$ cat config.mk
export PLATFORM = sky130hd
export DESIGN_NAME = bmlp_agree
export DESIGN_NICKNAME = d
export VERILOG_FILES = /design/src/rtl/bmlp_pkg.sv /design/src/rtl/bmlp_agree.sv
export SDC_FILE = /design/constraint.sdc
export NUM_CORES = 1
export LEC_CHECK = 0
export ABC_AREA = 0
export BUFFER_PORTS_ARGS = -buffer_cell sky130_fd_sc_hd__buf_4
export CAP_MARGIN = 20
export CELL_PAD_IN_SITES_DETAIL_PLACEMENT = 1
export CELL_PAD_IN_SITES_GLOBAL_PLACEMENT = 2
export CORE_MARGIN = 5
export CORE_UTILIZATION = 30
export DETAILED_ROUTE_END_ITERATION = 12
export PLACE_DENSITY = 0.84
export REMOVE_ABC_BUFFERS = 1
export SLEW_MARGIN = 40
export SYNTH_ARGS = -nofsm -noshare
export SYNTH_HDL_FRONTEND = slang
export SYNTH_SLANG_ARGS = --single-unit
$ cat constraint.sdc
create_clock -name vclk -period 6.9
set_input_delay 0.69 -clock vclk [all_inputs]
set_output_delay 0.69 -clock vclk [all_outputs]
set_load 0.01 [all_outputs]
$ cat src/rtl/bmlp_pkg.sv
package bmlp_pkg;

   localparam int HIDDEN_COUNT = 120;
   localparam int ROW_COUNT    = HIDDEN_COUNT + 1;
   localparam int HIGH_BITS    = 64;
   localparam int LOW_BITS     = 56;
   localparam int ROW_BITS     = HIGH_BITS + LOW_BITS;
   localparam int ADDR_W       = $clog2(ROW_COUNT);
   localparam int THR_W        = 7;
   localparam int SCORE_W      = 7;
   localparam int POP_W        = 128;
   localparam int POP_LEVELS   = 7;

   localparam logic [ADDR_W-1:0] OUT_ROW   = ADDR_W'(HIDDEN_COUNT);
   localparam logic [THR_W-1:0]  THR_RESET = THR_W'(60);

   // csr register indexes
   localparam logic REG_FIRE_THRESHOLD = 1'b0;

   typedef enum logic {
      OP_WRITE    = 1'b0,
      OP_CLASSIFY = 1'b1
   } op_type;

   // lane masks of the popcount tree, one per level
   localparam logic [POP_W-1:0] POP_MASK [POP_LEVELS] = '{
      {2{64'h5555_5555_5555_5555}},
      {2{64'h3333_3333_3333_3333}},
      {2{64'h0f0f_0f0f_0f0f_0f0f}},
      {2{64'h00ff_00ff_00ff_00ff}},
      {2{64'h0000_ffff_0000_ffff}},
      {2{64'h0000_0000_ffff_ffff}},
      {64'h0, 64'hffff_ffff_ffff_ffff}
   };

   typedef struct packed {
      logic [SCORE_W-1:0] count;
      logic               fire;
   } agree_result_type;

endpackage

$ cat src/rtl/bmlp_agree.sv
module bmlp_agree
   import bmlp_pkg::*;
(
   input  logic [ROW_BITS-1:0] operand,
   input  logic [ROW_BITS-1:0] weight,
   input  logic [THR_W-1:0]    threshold,
   output agree_result_type    result
);

   logic [POP_W-1:0] lv [POP_LEVELS+1];

   // xnor then a seven level lane-wise popcount tree
   always_comb begin
      lv[0] = {(POP_W-ROW_BITS)'(0), ~(operand ^ weight)};
      for (int l = 0; l < POP_LEVELS; l++) begin
         lv[l+1] = (lv[l] & POP_MASK[l]) + ((lv[l] >> (1 << l)) & POP_MASK[l]);
      end
   end

   assign result.count = lv[POP_LEVELS][SCORE_W-1:0];
   assign result.fire  = (lv[POP_LEVELS][SCORE_W-1:0] > threshold);

endmodule

==> impl_metrics.ini <==
[sta]
worst_pin_slew_ns = 0.306
relSlewSlack_pct = 79.4
slew_violations = 0
finalCriticalPeriod_ns = 6.96
fin_crit_sh_pct = 101
fmax_ghz = 0.144
finalWorstSetupSlack_ns = -0.0566
setup_viol = 1
rsz0062_at_grt = yes
hold_viol_final = 0

[global_routing]
antenna_found_initial = 0
grt_max_degree = 5
grt_pass1_vias = 6279
grt_pass1_wl_um = 26800
grt-ovfl-total = 0
track_usage_pct = 11.8

[status]
violations = setup timing
status = finished, violations left

[floorplan]
core_area_mm2 = 0.0220
num_io_pins = 255
initial_core_util_pct = 30.7
die-width_um = 160
die_y_um = 160
dieArea_mm2 = 0.0256
rows = 54

[placed_design]
numPortBuffers = 255
post_dp_cell_area_mm2 = 0.00921
gp_congestion = 0.760
dp_hpwl_um = 15000

[flow_run]
max-cap-violations = 0

[worst_setup_path]
worstSetupStartpoint = weight[45]
path_delay_family = adder cells
path_common_cell = ha_1
cp.arrival_ns = 6.27
critPathMaxStageDelay_ns = 0.47
crit_fanout = 3
cp_slowest_cell = fa_1
cp.required_ns = 6.21
critPathBufInv = 4
start_kind = input port
cp-end-kind = output pin
path_class = input port to output pin

[synthesis]
yosysTopAreaCell = ha_1
synth_cells = 729
syn_area_mm2 = 0.00674
synth_warnings = 0
avgSynthCellArea_um2 = 9.24
synthDistinctLibCells = 19
yosysSeqAreaShare_pct = 0
yosys-top-cells-area = ha_1, xnor2_1, fa_1
yosysTopAreaCellShare_pct = 38.4

[cells_and_area]
nFlopsAndLatches = 0
final_cell_mix = buf_4, ha_1, inv_1
area.growth.synth_to_final_pct = 40.4
final_common_cell = buf_4
stdcell_area_mm2 = 0.00946
diodes = 0
nClkBuffers = 0
layout.nets = 1534
regArea_um2 = 0
drive_gt1_share_pct = 33.6

[detailed_routing]
initialDrtViolationCount = 50
wl_um = 15400
drc = 0
wl_per_cell_um = 11.8
dr.pass1.iters = 4
vias = 5751
ant_nets = 0
via_per_inst = 4.43

[hold_path]
whs_endpoint = result[0]
worstHoldStart = threshold[0]
hold_path_depth = 6
hold_class = input port to output pin

[cts]
hold_buffers = 0
[through the flow]
stage	worst slack (ns)	instances	hold WS, ns	util, %	setup TNS [ns]
2_1_floorplan	0.231	729	1.72	-	0
3_3_place_gp	-0.188	1291	1.97	41.9	-0.188
3_5_place_dp	-0.316	1291	1.98	41.9	-0.316
4_1_cts	-0.0461	1299	1.99	42.9	-0.0461
5_1_grt	-0.357	1299	2.05	43.1	-0.357
6_report	-0.0566	1299	1.98	43.1	-0.0566
[cell type report]
class	instances	area, µm²
Tap cell	280	350
Fill cell	2587	12500
Multi-Input combinational cell	569	6330
Timing Repair Buffer	290	2180
Inverter	160	601
[worst min-delay path, stage by stage]
cell	delay, ns
buf_4	0.08
ha_1	0.12
nand4_1	0.11
nor2_1	0.10
a21oi_1	0.05
buf_4	0.14
[how the worst max path moves through the flow]
stage | endpoint | slack [ns] | cells after the start
2_1_floorplan | result[0] | 0.23 | 25
3_3_place_gp | result[0] | -0.19 | 29
3_5_place_dp | result[0] | -0.32 | 28
4_1_cts | result[0] | -0.05 | 27
5_1_grt | result[0] | -0.36 | 27
6_report | result[0] | -0.06 | 30
[cells in the mapped netlist]
cell type	instances
xor2_1	30
inv_1	160
a211oi_2	2
nand2b_1	3
nor2b_1	5
ha_1	207
o21ai_1	4
fa_1	59
nor2_1	7
nand4_1	1
o21a_1	4
a21o_1	62
nand3_1	1
a21oi_1	29
a21oi_2	1
o21bai_1	6
o21ai_0	4
nand2_1	1
xnor2_1	143
[per-layer routing]
metal	up-vias	routed length, µm	global-route usage (%)
met5	-	0	0
met4	0	0	0
met3	0	647	1.13
met2	119	8820	25.1
met1	2698	5890	13.2
li1	2934	-	-
[logic make-up after synthesis]
| logic type | after synthesis | synth area share, % |
|---|---|---|
| xor+xnor | 173 | 22.5 |
| compound gates | 112 | 11.3 |
| fa+ha+maj | 266 | 56.0 |
| simple gates | 18 | 1.36 |
| buf+inv | 160 | 8.91 |
[repair_timing]
item | 4_1_cts | 5_1_grt
pin swaps | 54 | 24
buffers inserted | 8 | 0
setup endpoints to repair | 1 | 1
resized for setup | 42 | 9
gates cloned | 0 | 0
Power is not shown: default switching activity piles up to over one toggle a cycle in this logic, so the estimate is an artifact.
