$ cat src/rtl/bmlp_pkg.sv
package bmlp_pkg;

   localparam int HIDDEN_COUNT = 120;
   localparam int ROW_COUNT    = HIDDEN_COUNT + 1;
   localparam int HIGH_BITS    = 64;
   localparam int LOW_BITS     = 56;
   localparam int ROW_BITS     = HIGH_BITS + LOW_BITS;
   localparam int ADDR_W       = $clog2(ROW_COUNT);
   localparam int THR_W        = 7;
   localparam int SCORE_W      = 7;
   localparam int POP_W        = 128;
   localparam int POP_LEVELS   = 7;

   localparam logic [ADDR_W-1:0] OUT_ROW   = ADDR_W'(HIDDEN_COUNT);
   localparam logic [THR_W-1:0]  THR_RESET = THR_W'(60);

   // csr register indexes
   localparam logic REG_FIRE_THRESHOLD = 1'b0;

   typedef enum logic {
      OP_WRITE    = 1'b0,
      OP_CLASSIFY = 1'b1
   } op_type;

   // lane masks of the popcount tree, one per level
   localparam logic [POP_W-1:0] POP_MASK [POP_LEVELS] = '{
      {2{64'h5555_5555_5555_5555}},
      {2{64'h3333_3333_3333_3333}},
      {2{64'h0f0f_0f0f_0f0f_0f0f}},
      {2{64'h00ff_00ff_00ff_00ff}},
      {2{64'h0000_ffff_0000_ffff}},
      {2{64'h0000_0000_ffff_ffff}},
      {64'h0, 64'hffff_ffff_ffff_ffff}
   };

   typedef struct packed {
      logic [SCORE_W-1:0] count;
      logic               fire;
   } agree_result_type;

endpackage

$ cat src/rtl/bmlp_csr.sv
module bmlp_csr
   import bmlp_pkg::*;
(
   input  logic              clock,
   input  logic              reset,
   input  logic              psel,
   input  logic              penable,
   input  logic              pwrite,
   input  logic [2:0]        paddr,
   input  logic [31:0]       pwdata,
   output logic [31:0]       prdata,
   output logic              pready,
   output logic [THR_W-1:0]  threshold
);

   logic [THR_W-1:0] threshold_ff;
   logic [THR_W-1:0] threshold_in;
   logic             wr_hit;

   assign pready = 1'b1;
   assign wr_hit = psel && penable && pwrite && (paddr[2] == REG_FIRE_THRESHOLD);

   always_comb begin
      threshold_in = threshold_ff;
      if (wr_hit) begin
         threshold_in = pwdata[THR_W-1:0];
      end
   end

   always_ff @(posedge clock) begin
      if (reset) begin
         threshold_ff <= THR_RESET;
      end else begin
         threshold_ff <= threshold_in;
      end
   end

   always_comb begin
      prdata = '0;
      if (paddr[2] == REG_FIRE_THRESHOLD) begin
         prdata = {(32-THR_W)'(0), threshold_ff};
      end
   end

   assign threshold = threshold_ff;

endmodule

$ cat config.mk
export PLATFORM = sky130hd
export DESIGN_NAME = bmlp_csr
export DESIGN_NICKNAME = d
export VERILOG_FILES = /design/src/rtl/bmlp_pkg.sv /design/src/rtl/bmlp_csr.sv
export SDC_FILE = /design/constraint.sdc
export NUM_CORES = 1
export LEC_CHECK = 0
export ABC_AREA = 1
export BUFFER_PORTS_ARGS = -buffer_cell sky130_fd_sc_hd__buf_2
export CAP_MARGIN = 20
export CORE_UTILIZATION = 25
export DETAILED_ROUTE_END_ITERATION = 12
export PLACE_DENSITY = 0.65
export REMOVE_ABC_BUFFERS = 1
export SLEW_MARGIN = 20
export SYNTH_ARGS = -nofsm -noshare
export SYNTH_HDL_FRONTEND = slang
export SYNTH_SLANG_ARGS = --single-unit
$ cat constraint.sdc
create_clock -name clock -period 1.9 [get_ports clock]
set_input_delay 0.38 -clock clock [delete_from_list [all_inputs] [get_ports clock]]
set_output_delay 0.38 -clock clock [all_outputs]
set_load 0.02 [all_outputs]
==> reports/results.md <==
| Group | Quantity | Reported |
| --- | --- | --- |
| status | Status | finished, final reports clean |
| grt | Pin count of the biggest net entering global routing | 10 |
| synthesis | Total of warnings raised by yosys | 0 |
| final layout | Commonest non-fill, non-tap cells in the layout | sky130_fd_sc_hd__conb_1, sky130_fd_sc_hd__buf_2, sky130_fd_sc_hd__inv_1, sky130_fd_sc_hd__nand2_1 |
| final layout | Post-route insts no fill | 141 |
| final layout | # fillers | 255 |
| sta | Share of the clock period used by the worst path after layout | 68.34% |
| grt | Global-route usage over all layers | 8.672% |
| synthesis | Synthesized netlist cell count | 86 |
| floorplanning | Width of the die | 51.37 microns |
| drt | Per-cell routed wire length | 7.766 microns |
| drt | Number of violations reported at the end of detailed-routing iteration 0 | 5 |
| clock tree | H-tree lvl count | 1 |
| floorplanning | Floorplan Core Area | 2255 sq um |
| final layout | Share of post-route cells with drive strength above 1 | 36.28% |
| floorplanning | Initial Utilization | 27.03% |
| run | Number of max-cap violations | 0 |
| sta | Fmax | 770.2 MHz |
| clock tree | CTS max path bufs | 2 |
| pwr | Total power divided by cell area | 604.7 nW/um^2 |
| clock tree | Library cell used as clock root buffer | sky130_fd_sc_hd__clkbuf_4 |
| worst setup path | Ordered cell list for the critical path | inv_1 -> nor2_1 -> buf_2 |
| floorplanning | Number of placed I/O pins | 80 |
| placed design | Total half-perimeter wirelength after legalization and detailed placement | 910.9 microns |
| placed design | Post-placement cell count | 137 |
| final layout | Layout Area Growth over Synthesis | 12.32% |
| drt | Number of search-and-repair iterations in the first detailed-routing pass | 3 |
| worst setup path | Req. time, crit path | 1520 ps |
| floorplanning | Die Outline Area | 2639 sq um |
| final layout | Count of inserted antenna diode cells | 0 |
| placed design | Weighted congestion reported at the end of routability-driven placement | 0.7012 |
| clock tree | CTS clock-pin slew for the worst setup and hold paths | 50 ps |
| sta | Worst path setup slack after routing | 601.6 ps |
| worst setup path | Crit Path Class | reg2out |
| final layout | Final standard cell area without fillers | 684.4 sq um |
| drt | Post-route ant nets | 0 |
| final layout | Flip-flop count of the largest register after layout | 7 |
| sta | Clock Skews | 0 ps |
| synthesis | Number of distinct standard cells referenced by the synthesized netlist | 14 |
| placed design | Worst slack at placement | 651.6 ps |
| sta | Total count of hold-check failures in the final report | 0 |
| grt | Vias in the first global route | 373 |
| synthesis | Syn avg cell area | 7.085 sq um |
| drt | Vias after detailed routing | 470 |
| pwr | Max IR drop VDD | 0.2678 mV |
| clock tree | CTS tree | built |
| min path | HP Class | in2reg |
| drt | Post-detailed-route via-to-cell ratio | 3.333 |
| worst setup path | Worst Path Max Fanout | 3 |
| final layout | NumNets Final | 154 |
| synthesis | Synthesized flop and latch total | 7 |
| worst setup path | Worst Setup Start Kind | register |
| worst setup path | CP endpoint kind | output pin |
| floorplanning | Number of placement rows | 17 |
| clock tree | Total clock buffers created by CTS | 3 |
| grt | Antenna violations before repair | 0 |
| placed design | Number of buffers added on ports | 26 |
| drt | DRC violation count after routing | 0 |
| pwr | Overall power consumption | 0.4138 mW |
| sta | Final period demand of the worst path | 1298 ps |
| worst setup path | Stage delay of the slowest cell on the critical path | 370 ps |
| worst setup path | Standard cell with the maximum stage delay on the critical path | sky130_fd_sc_hd__dfxtp_1 |
| synthesis | Post-synthesis cell area | 609.3 sq um |
| grt | First-pass GRT wire length | 1607 microns |
| floorplanning | Height of the die | 51.37 microns |
| worst setup path | Crit path DAT | 920 ps |
| sta | RSZ-0062 raised after global routing | no |
| clock tree | Clock insertion delay at the later pin of the skew report | 250 ps |
| clock tree | Number of cells upsized or downsized after cts | 0 |
| sta | Worst hold slack across all endpoints | 338.5 ps |
| placed design | Placed inst area | 658.1 sq um |
| synthesis | Proportion of synthesized chip area in sequential cells | 23.00% |
| grt | Total gr overflow | 0 |
| clock tree | Buffers inserted by post-CTS timing repair | 0 |
| pwr | Static leakage power | 0.4482 nW |
| drt | Total wire length | 1095 microns |
| final layout | Utilization of the core after routing | 30.36% |
| clock tree | Total of hold buffers inserted after clock tree synthesis | 0 |
| sta | Setup TNS | 0 ps |
| sta | Number of max-slew violations in the final report | 0 |
| sta | Final setup violation count | 0 |
| clock tree | # clock sinks | 7 |
-- worst max-delay path, delay by kind of cell (launching register included) --
family	cells	cell delay (ps)
simple gates	1	80
buf+inv	2	220
flops	1	370
-- routing by layer --
metal	track usage, %	part of all wire, %
met2	12.99	44
met5	0	0
met1	10.11	42
met4	1.351	0
met3	6.250	14
-- cell type report --
type	count	area (sq um)	share of cell area (%)
repair buffers	26	130.1	19.01
inverters	14	55.05	8.044
multi-input cells	62	297.8	43.51
clock buffers	4	26.28	3.839
well taps	28	35.03	5.119
flip-flops and latches	7	140.1	20.48
-- logic make-up (layout without fill, tap and decap cells) --
group	Yosys count	count (layout)	share of synthesized area [%]
buffers and inverters	41	44	42.92
and+or+nand+nor	36	36	32.86
DFF	7	7	23.00
other	2	26	1.232
-- synth_stat cells --
master | instances | area [sq um]
sky130_fd_sc_hd__buf_4 | 26 | 195.2
sky130_fd_sc_hd__buf_6 | 1 | 11.26
sky130_fd_sc_hd__conb_1 | 2 | 7.510
sky130_fd_sc_hd__dfxtp_1 | 7 | 140.1
sky130_fd_sc_hd__inv_1 | 13 | 48.80
sky130_fd_sc_hd__inv_4 | 1 | 6.260
sky130_fd_sc_hd__nand2_1 | 11 | 41.29
sky130_fd_sc_hd__nand2_2 | 1 | 6.260
sky130_fd_sc_hd__nand2_4 | 2 | 22.52
sky130_fd_sc_hd__nand3_1 | 7 | 35.03
sky130_fd_sc_hd__nor2_1 | 7 | 26.28
sky130_fd_sc_hd__nor2_2 | 6 | 37.54
sky130_fd_sc_hd__nor2_4 | 1 | 11.26
sky130_fd_sc_hd__nor2_8 | 1 | 20.02
-- power by group --
part	internal (mW)	switching, mW
Sequential	0.152	0.00414
Clock	0.0801	0.0536
Combinational	0.0294	0.0943
Total	0.262	0.152
-- worst paths after layout --
| kind | start | cells after the start | to | slack [ps] |
|---|---|---|---|---|
| worst max-delay path | threshold[0] | 3 | prdata[0] | 600 |
| worst min register to register | threshold[3] | 2 | threshold[3] | 480 |
| worst max register to register | threshold[0] | 2 | threshold[0] | 1310 |
| worst min-delay path | pwdata[2] | 3 | threshold[2] | 340 |
Note: power is estimated with default switching activity, not from simulation.
