`src/rtl/bmlp_ram.sv`:
```
module bmlp_ram #(
   parameter int WIDTH = 8,
   parameter int DEPTH = 16
) (
   input  logic                     clock,
   input  logic                     wr_en,
   input  logic [$clog2(DEPTH)-1:0] wr_addr,
   input  logic [WIDTH-1:0]         wr_data,
   input  logic                     rd_en,
   input  logic [$clog2(DEPTH)-1:0] rd_addr,
   output logic [WIDTH-1:0]         rd_data
);

   logic [WIDTH-1:0] mem_ff [DEPTH];
   logic [WIDTH-1:0] rd_data_ff;

   always_ff @(posedge clock) begin
      if (wr_en) begin
         mem_ff[wr_addr] <= wr_data;
      end
      if (rd_en) begin
         rd_data_ff <= mem_ff[rd_addr];
      end
   end

   assign rd_data = rd_data_ff;

endmodule

```
`config.mk`:
```
export PLATFORM = sky130hd
export DESIGN_NAME = bmlp_ram
export DESIGN_NICKNAME = d
export VERILOG_FILES = /design/src/rtl/bmlp_ram.sv
export SDC_FILE = /design/constraint.sdc
export NUM_CORES = 1
export LEC_CHECK = 0
export BUFFER_PORTS_ARGS = -buffer_cell sky130_fd_sc_hd__buf_2
export CORE_MARGIN = 10
export CORE_UTILIZATION = 55
export CTS_BUF_LIST = sky130_fd_sc_hd__clkbuf_4
export CTS_CLUSTER_SIZE = 40
export DETAILED_ROUTE_END_ITERATION = 12
export PLACE_DENSITY = 0.81
export REMOVE_ABC_BUFFERS = 1
export SYNTH_ARGS = -nofsm -noshare
export SYNTH_HDL_FRONTEND = slang
export SYNTH_SLANG_ARGS = --single-unit
```
`constraint.sdc`:
```
create_clock -name clock -period 1.7 [get_ports clock]
set_clock_uncertainty 0.15 [all_clocks]
set_input_delay 0.085 -clock clock [delete_from_list [all_inputs] [get_ports clock]]
set_output_delay 0.085 -clock clock [all_outputs]
set_load 0.05 [all_outputs]
```
==> results.py, run 1 <==
metrics = {
    "route": {
        "wl_per_cell_um": 22.1,
        "vias": 2523,
        "routed_wl_mm": 9.70,
        "post_drt_via_cell_ratio": 5.75,
        "detail_route.first_pass.iterations": 4,
        "drc": 0,
        "drtIter0Drc": 236,
        "ant_nets": 0,
    },
    "worst_setup_path": {
        "cp-start-kind": "flop",
        "path_delay_family": "multiplexers",
        "crit_fanout": 1,
        "reg2regPathDepth": 3,
        "crit_chain": "mux4_2 > a22oi_1 > nand2_1",
        "critPathRequiredTime_ns": 1.83,
        "r2r-end": "rd_data[6]$_DFFE_PP_",
        "cp-end-kind": "flop",
        "cp.depth": 3,
        "crit_buf_inv": 0,
        "crit_arrival_ns": 1.77,
        "slowest_delay_ns": 0.50,
        "worstSetupPathType": "flop to flop",
        "worstReg2RegStart": "mem_ff[4][6]$_DFFE_PP_",
        "cp-startpoint": "mem_ff[4][6]$_DFFE_PP_",
        "endpoint": "rd_data[6]$_DFFE_PP_",
        "r2r_slack_ns": 0.06,
        "cpMaxStageDelayCell": "mux4_2",
    },
    "timing": {
        "finalCriticalPeriod_ns": 1.64,
        "setup_slack_ns": 0.0600,
        "hold_violations": 0,
        "fmax_mhz": 610,
        "tns_ns": 0,
        "rsz0062_at_grt": "false",
        "finalMaxSlewViolations": 0,
        "finalSetupViolCount": 0,
        "whs_ns": 0.0620,
        "slew_headroom_pct": 75.1,
        "tightestPinTransition_ns": 0.373,
        "finalCritPeriodShare_pct": 96.5,
    },
    "place": {
        "routabilityCongestion": 0.750,
        "hpwl_mm": 6.12,
        "placedInstanceArea_um2": 5630,
        "dp.cells": 395,
        "port_buffers": 26,
        "place_ws_ns": -0.0951,
    },
    "synthesis": {
        "ys_types": 18,
        "async_flop_share_pct": 0,
        "synth_cells": 229,
        "seq_area_frac_synth_pct": 78.1,
        "synth_area_um2": 5230,
        "yosysTopAreaCellShare_pct": 78.1,
        "synth_area_leaders": "edfxtp_1 (78%), mux4_2 (7.8%), mux4_1 (7.0%), a22oi_1 (2.3%), nor2_1 (0.93%)",
        "synth_most_common_cell": "edfxtp_1",
        "synth_common_cells": "edfxtp_1 (136), mux4_2 (18), a22oi_1 (16)",
        "synth_top_area_cell": "edfxtp_1",
        "ys.flop_type": "edfxtp_1",
        "synth.avg_cell_area_um2": 22.8,
        "synth_seq_cells": 136,
        "yosys_warnings": 0,
        "synth_edf_count": 136,
    },
    "floorplan": {
        "die_area_um2": 13800,
        "die_h_um": 117,
        "coreArea_um2": 9240,
        "start_util_pct": 56.6,
        "rows": 35,
        "pin_count": 27,
        "die_w_um": 117,
    },
    "layout": {
        "insertedDiodeCount": 0,
        "drive_gt1_share_pct": 32.3,
        "syn2layout_area_growth_pct": 16.9,
        "final_nets": 316,
        "fin_cells": 439,
        "final_cell_area_um2": 6110,
        "finalCoreUtilization_pct": 66.1,
    },
    "clock_network": {
        "htreeDepth": 4,
        "clock_sinks": 136,
        "root_buffer": "clkbuf_4",
        "cts_buffers": 17,
        "clock_path_buffers": 2,
        "worst_skew_pair.late_latency_ns": 0.52,
        "cts_tree": "done",
        "clk_pin_slew_worst_paths_ns": 0.13,
    },
    "hold_path": {
        "hp-class": "primary input to flop",
        "hold_path_startpoint": "rd_addr[3]",
    },
    "outcome": {
        "status": "finished, final reports clean",
    },
    "flow_run": {
        "cap_viol_max_count": 0,
    },
    "global_route": {
        "grt_pass1_vias": 2603,
        "antenna_found_initial": 0,
        "grt_pass1_wl_mm": 15.4,
        "grt_use_total_pct": 14.8,
        "overflow": 0,
        "grt_max_degree": 33,
    },
    "pwr": {
        "cellPowerDensity_nw_per_um2": 1100,
        "p_leak_nw": 2.05,
        "power_mw": 6.71,
        "ir_drop_v": 0.000790,
    },
}
[what timing repair did]
action | CTS | global route
endpoints found under the hold margin | 168 | 0
gates resized for setup | 0 | 2
hold buffers | 12 | 0
endpoints found under the setup margin | 0 | 2
buffers inserted | 0 | 0
[state kept, by name (all words and copies together), names as in the netlist]
| register | cells |
|---|---|
| mem_ff | 128 |
| rd_data | 8 |
[worst min-delay path by stage]
stage	cells after the start	to
after detailed placement	1	rd_data[7]$_DFFE_PP_
after CTS	5	rd_data[2]$_DFFE_PP_
final	5	rd_data[3]$_DFFE_PP_
after floorplan	0	mem_ff[0][0]$_DFFE_PP_
after global routing	5	rd_data[6]$_DFFE_PP_
after global placement	1	rd_data[7]$_DFFE_PP_
[worst min-delay path: stages]
cell     delay (ns)
buf_2          0.11
nor2_1         0.08
buf_4          0.18
a22oi_1        0.10
nand2_1        0.06
[cells in the final DEF (no fill, tap or decap), drive strengths merged, types with 3 or more instances in the layout]
master         n
edfxtp       136
buf           47
mux4          32
clkbuf        17
a22oi         16
nor2          13
dlygate4sd3   12
nand2          9
clkinvlp       6
bufinv         5
nor3           4
clkinv         3
[metal layers]
metal,vias to the layer above,wire length (µm),GRT usage [%]
met3,19,682,4.46
met1,1292,4240,20.3
li1,1116,-,-
met4,0,232,6.88
met2,96,4550,21.3
met5,-,0,0
[where the power goes]
| part | switching [mW] | internal, mW |
|---|---|---|
| combinational | 0.263 | 0.173 |
| sequential | 0.0168 | 3.77 |
| clock | 1.16 | 1.32 |
[final cells by class]
class | instances | area, µm²
flip-flops and latches | 136 | 4080
well taps | 129 | 161
fillers | 604 | 3130
repair buffers | 59 | 445
clock buffers | 17 | 128
multi-input cells | 83 | 1070
clock inverters | 15 | 226
[kinds of logic after synthesis]
family / count (synthesis) / synth area share [%]
AO/OA/AOI/OAI: 16 / 2.30
buffers and inverters: 10 / 1.65
flip-flops: 136 / 78.1
multiplexers: 32 / 14.8
AND/OR/NAND/NOR: 35 / 3.14
(Power assumes the default switching activity.)
==> inputs of run 2 (changes only) <==
- BUFFER_PORTS_ARGS: -buffer_cell sky130_fd_sc_hd__buf_2 -> -buffer_cell sky130_fd_sc_hd__buf_4
- REMOVE_ABC_BUFFERS: 1 -> not set
==> run 2 against run 1 <==
Compared with the run above: setup slack worse by 0.011 ns; hold slack about the same; critical path depth unchanged; fmax down 0.66%; sequential power about the same; die area unchanged; via count up 1.3%; sequential share of layout area down 0.77 points; wire length up 2.8%; utilization up 0.77 points; final area up 1.2%; largest power group unchanged.
==> results.py, run 2 (synthesis results as in run 1) <==
metrics = {
    "outcome": {
        "status": "finished, final reports clean",
    },
    "route": {
        "drc": 0,
        "detail_route.first_pass.iterations": 5,
        "post_drt_via_cell_ratio": 5.76,
        "routed_wl_mm": 9.98,
        "ant_nets": 0,
        "drtIter0Drc": 227,
        "vias": 2556,
        "wl_per_cell_um": 22.5,
    },
    "worst_setup_path": {
        "cp-end-kind": "flop",
        "crit_arrival_ns": 1.78,
        "crit_chain": "mux4_1 > a22oi_1 > nand2_1",
        "crit_buf_inv": 0,
        "path_delay_family": "multiplexers",
        "worstReg2RegStart": "mem_ff[0][2]$_DFFE_PP_",
        "cp-start-kind": "flop",
        "cpMaxStageDelayCell": "mux4_1",
        "slowest_delay_ns": 0.51,
        "worstSetupPathType": "flop to flop",
        "r2r_slack_ns": 0.05,
        "reg2regPathDepth": 3,
        "crit_fanout": 1,
        "critPathRequiredTime_ns": 1.83,
        "r2r-end": "rd_data[2]$_DFFE_PP_",
    },
    "layout": {
        "finalCoreUtilization_pct": 66.9,
        "register_area_um2": 4080,
        "drive_gt1_share_pct": 32.2,
        "largest_register": "mem_ff",
        "final_cell_area_um2": 6180,
        "syn2layout_area_growth_pct": 18.3,
        "n_fill_cell": 568,
        "layout_commonest_cell": "edfxtp_1",
        "multi_input_area_um2": 1060,
        "final_cell_mix": "edfxtp_1 (136), buf_4 (48), mux4_2 (18), clkbuf_4 (18), a22oi_1 (16)",
        "largest_reg_flops": 128,
        "final_nets": 321,
    },
    "timing": {
        "rsz0062_at_grt": "false",
        "slew_headroom_pct": 72.3,
        "hold_violations": 0,
        "tightestPinTransition_ns": 0.415,
        "finalMaxSlewViolations": 0,
        "fmax_mhz": 606,
        "tns_ns": 0,
        "finalCriticalPeriod_ns": 1.65,
        "finalSetupViolCount": 0,
        "setup_slack_ns": 0.0492,
        "whs_ns": 0.0623,
        "finalCritPeriodShare_pct": 97.1,
    },
    "clock_network": {
        "worst_skew_pair.late_latency_ns": 0.52,
        "clk_pin_slew_worst_paths_ns": 0.12,
        "htreeDepth": 4,
        "clock_path_buffers": 2,
        "root_buffer": "clkbuf_4",
        "cts_tree": "done",
        "cts_buffers": 17,
        "clock_sinks": 136,
        "cts_setup_buffers": 0,
        "cts_resized": 0,
    },
    "global_route": {
        "grt_use_total_pct": 15.0,
        "grt_pass1_vias": 2711,
        "antenna_found_initial": 1,
        "overflow": 0,
        "grt_max_degree": 20,
        "grt_pass1_wl_mm": 15.8,
    },
    "floorplan": {
        "die_h_um": 117,
        "die_area_um2": 13800,
        "die_w_um": 117,
        "coreArea_um2": 9240,
        "pin_count": 27,
        "rows": 35,
        "start_util_pct": 56.6,
    },
    "place": {
        "place_ws_ns": -0.0710,
        "hpwl_mm": 6.63,
        "placedInstanceArea_um2": 5750,
        "routabilityCongestion": 0.808,
        "port_buffers": 26,
    },
    "hold_path": {
        "hp-class": "primary input to flop",
        "min_delay_path_depth": 5,
        "hold_path_startpoint": "rd_addr[3]",
        "hold_end": "rd_data[6]$_DFFE_PP_",
    },
    "pwr": {
        "cellPowerDensity_nw_per_um2": 1060,
        "ir_drop_v": 0.000573,
        "p_leak_nw": 2.10,
    },
    "flow_run": {
        "cap_viol_max_count": 0,
    },
    "synthesis": {
        "syn-num-nets": 248,
    },
}
run 2: worst max path at each step:
stage,startpoint,cells after the start,end,slack [ns]
6_report,mem_ff[0][2]$_DFFE_PP_,3,rd_data[2]$_DFFE_PP_,0.05
5_1_grt,mem_ff[10][5]$_DFFE_PP_,3,rd_data[5]$_DFFE_PP_,0.02
4_1_cts,mem_ff[6][2]$_DFFE_PP_,3,rd_data[2]$_DFFE_PP_,0.05
3_5_place_dp,rd_addr[0],5,rd_data[2]$_DFFE_PP_,-0.07
3_3_place_gp,rd_addr[0],5,rd_data[1]$_DFFE_PP_,-0.04
2_1_floorplan,rd_addr[0],5,rd_data[1]$_DFFE_PP_,0.18
run 2: cell type report:
| class | count | share of cell area [%] |
|---|---|---|
| tap | 129 | 2.61 |
| sequential | 136 | 66.0 |
| clock inverter | 13 | 2.87 |
| antenna | 1 | 0.0405 |
| timing repair buffer | 64 | 9.07 |
| clock buffer | 18 | 2.19 |
| multi-input combinational | 83 | 17.2 |
run 2: tightest hold or removal path, stage by stage:
cell and delay [ns]:
buf_4 0.09, nor2b_1 0.12, buf_4 0.19, a22oi_1 0.10
nand2_1 0.05
run 2: repair_timing:
action,in CTS,in global routing
endpoints found under the hold margin,168,0
hold buffers,12,0
endpoints found under the setup margin,0,0
run 2: report_power, final:
part	internal [mW]	switching (mW)
Combinational	0.200	0.253
Sequential	3.77	0.0223
Clock	1.17	1.12
Total	5.14	1.39
run 2: metal layers:
layer | wire [µm] | up-vias | track usage [%]
li1 | - | 1130 | -
met1 | 4150 | 1280 | 19.3
met2 | 4950 | 133 | 23.8
met3 | 747 | 13 | 3.50
met4 | 133 | 0 | 6.88
met5 | 0 | - | 0
run 2: through the flow:
| step | std cells | power [mW] |
|---|---|---|
| floorplan | 229 | 4.11 |
| global placement | 400 | 4.29 |
| detailed placement | 400 | 4.31 |
| CTS | 443 | 6.57 |
| global route | 444 | 6.76 |
| finish | 444 | 6.53 |
==> inputs of run 3 (changes only) <==
- CAP_MARGIN: not set -> 15
- HOLD_SLACK_MARGIN: not set -> 0.08
- PLACE_DENSITY: 0.81 -> 0.79
==> run 3 against run 2 <==
Compared with the run above: cell count up 1.8%; flip-flop and latch count unchanged; via count rose by 2.3%; sequential power barely moved; critical path depth stayed put; clock power decreased by 8%; critical path type unchanged.
==> results.py, run 3 (synthesis results as in run 1) <==
metrics = {
    "outcome": {
        "status": "finished, final reports clean",
    },
    "worst_setup_path": {
        "r2r_slack_ns": 0.04,
        "r2r-end": "rd_data[4]$_DFFE_PP_",
        "endpoint": "rd_data[4]$_DFFE_PP_",
        "worstReg2RegStart": "mem_ff[0][4]$_DFFE_PP_",
        "worstSetupPathType": "flop to flop",
        "crit_arrival_ns": 1.77,
        "cp-startpoint": "mem_ff[0][4]$_DFFE_PP_",
        "cp-end-kind": "flop",
        "critPathRequiredTime_ns": 1.81,
        "crit_fanout": 1,
        "reg2regPathDepth": 3,
        "cp-start-kind": "flop",
    },
    "global_route": {
        "overflow": 0,
        "grt_max_degree": 23,
        "grt_use_total_pct": 15.3,
        "grt_pass1_vias": 2749,
        "grt_pass1_wl_mm": 15.9,
        "antenna_found_initial": 1,
    },
    "timing": {
        "tightestPinTransition_ns": 0.465,
        "finalMaxSlewViolations": 0,
        "slew_headroom_pct": 69.0,
        "fmax_mhz": 602,
        "finalSetupViolCount": 0,
        "finalCritPeriodShare_pct": 97.8,
        "finalCriticalPeriod_ns": 1.66,
        "hold_violations": 0,
        "whs_ns": 0.121,
        "rsz0062_at_grt": "false",
        "tns_ns": 0,
    },
    "flow_run": {
        "cap_viol_max_count": 0,
    },
    "route": {
        "detail_route.first_pass.iterations": 4,
        "vias": 2614,
        "ant_nets": 0,
        "post_drt_via_cell_ratio": 5.78,
        "routed_wl_mm": 10.2,
        "wl_per_cell_um": 22.5,
        "drc": 0,
        "drtIter0Drc": 183,
    },
    "pwr": {
        "swShare_pct": 21.5,
        "power_frac_comb_pct": 7.5,
        "switchingPower_mw": 1.37,
        "p_leak_nw": 2.11,
        "cellPowerDensity_nw_per_um2": 1020,
        "clockPowerShare_pct": 33.0,
        "p_seq_share_pct": 59.6,
        "internal_power_mw": 5.00,
        "power_mw": 6.37,
        "ir_drop_v": 0.000531,
    },
    "layout": {
        "final_nets": 328,
        "n_fill_cell": 571,
        "final_cell_mix": "edfxtp_1 (136), buf_4 (51), mux4_2 (18), clkbuf_4 (18), dlygate4sd3_1 (17)",
        "largest_reg_flops": 128,
        "register_area_um2": 4080,
        "drive_gt1_share_pct": 33.2,
        "syn2layout_area_growth_pct": 19.4,
        "final_cell_area_um2": 6240,
        "largest_register": "mem_ff",
        "multi_input_area_um2": 1090,
        "layout_commonest_cell": "edfxtp_1",
        "finalCoreUtilization_pct": 67.5,
    },
    "floorplan": {
        "die_w_um": 117,
        "coreArea_um2": 9240,
        "rows": 35,
        "start_util_pct": 56.6,
        "pin_count": 27,
        "die_h_um": 117,
        "die_area_um2": 13800,
    },
    "clock_network": {
        "cts_buffers": 17,
        "cts_setup_buffers": 0,
        "root_buffer": "clkbuf_4",
        "worst_skew_pair.late_latency_ns": 0.52,
        "htreeDepth": 4,
        "cts_tree": "done",
        "clock_path_buffers": 2,
        "clk_pin_slew_worst_paths_ns": 0.12,
        "clock_sinks": 136,
    },
    "place": {
        "port_buffers": 26,
        "placedInstanceArea_um2": 5750,
        "hpwl_mm": 6.60,
        "routabilityCongestion": 0.805,
    },
    "synthesis": {
        "syn-num-nets": 248,
    },
    "hold_path": {
        "hp-class": "primary input to flop",
    },
}
==> run 3: what timing repair did <==
item                       4_1_cts  5_1_grt
setup endpoints to repair        1        5
hold buffers                    17        0
hold endpoints to repair       227        0
gates resized for setup          1        4
pin swaps                        0        1
==> run 3: worst min-delay path by stage <==
stage,cells past startpoint,start,to,slack (ns)
detailed placement,1,rd_en,rd_data[2]$_DFFE_PP_,0.25
floorplan,0,wr_data[0],mem_ff[0][0]$_DFFE_PP_,0.03
global route,4,wr_addr[2],mem_ff[12][5]$_DFFE_PP_,0.09
finish,4,wr_addr[2],mem_ff[12][5]$_DFFE_PP_,0.12
global placement,1,wr_data[0],mem_ff[0][0]$_DFFE_PP_,0.24
CTS,4,wr_addr[2],mem_ff[12][5]$_DFFE_PP_,0.09
==> run 3: final cells by class <==
type                       instances  area share [%]
tap                              129            2.59
sequential                       136            65.4
clock inverter                    14            2.53
clock buffer                      18            2.17
multi-input combinational         83            17.4
timing repair buffer              71            9.82
antenna                            1          0.0401
==> run 3: power groups by stage <==
stage / Clock [mW] / Combinational (mW) / Sequential [mW]
CTS: 2.14 / 0.473 / 3.79
global placement: 0 / 0.429 / 3.86
detailed placement: 0 / 0.441 / 3.87
finish: 2.10 / 0.475 / 3.79
global route: 2.28 / 0.511 / 3.80
floorplan: 0 / 0.191 / 3.92
==> run 3: routing by layer <==
metal  vias up  GRT usage, %  share of wire, %
li1       1151             -                 -
met1      1334          18.9                40
met2       117          25.0                51
met3        12          4.84               7.4
met4         0          5.26               1.3
met5         -             0                 0
==> run 3: per-stage QoR <==
| step | instances | setup WS, ns |
|---|---|---|
| after floorplan | 229 | 0.183 |
| after global placement | 402 | -0.0705 |
| after detailed placement | 402 | -0.111 |
| after CTS | 451 | 0.0241 |
| after global routing | 452 | 0.000506 |
| final | 452 | 0.0376 |
==> run 3: worst max-delay path, stage by stage (launching register included) <==
cell and delay [ns]:
edfxtp_1 0.38, mux4_2 0.48, a22oi_1 0.30, nand2_1 0.10
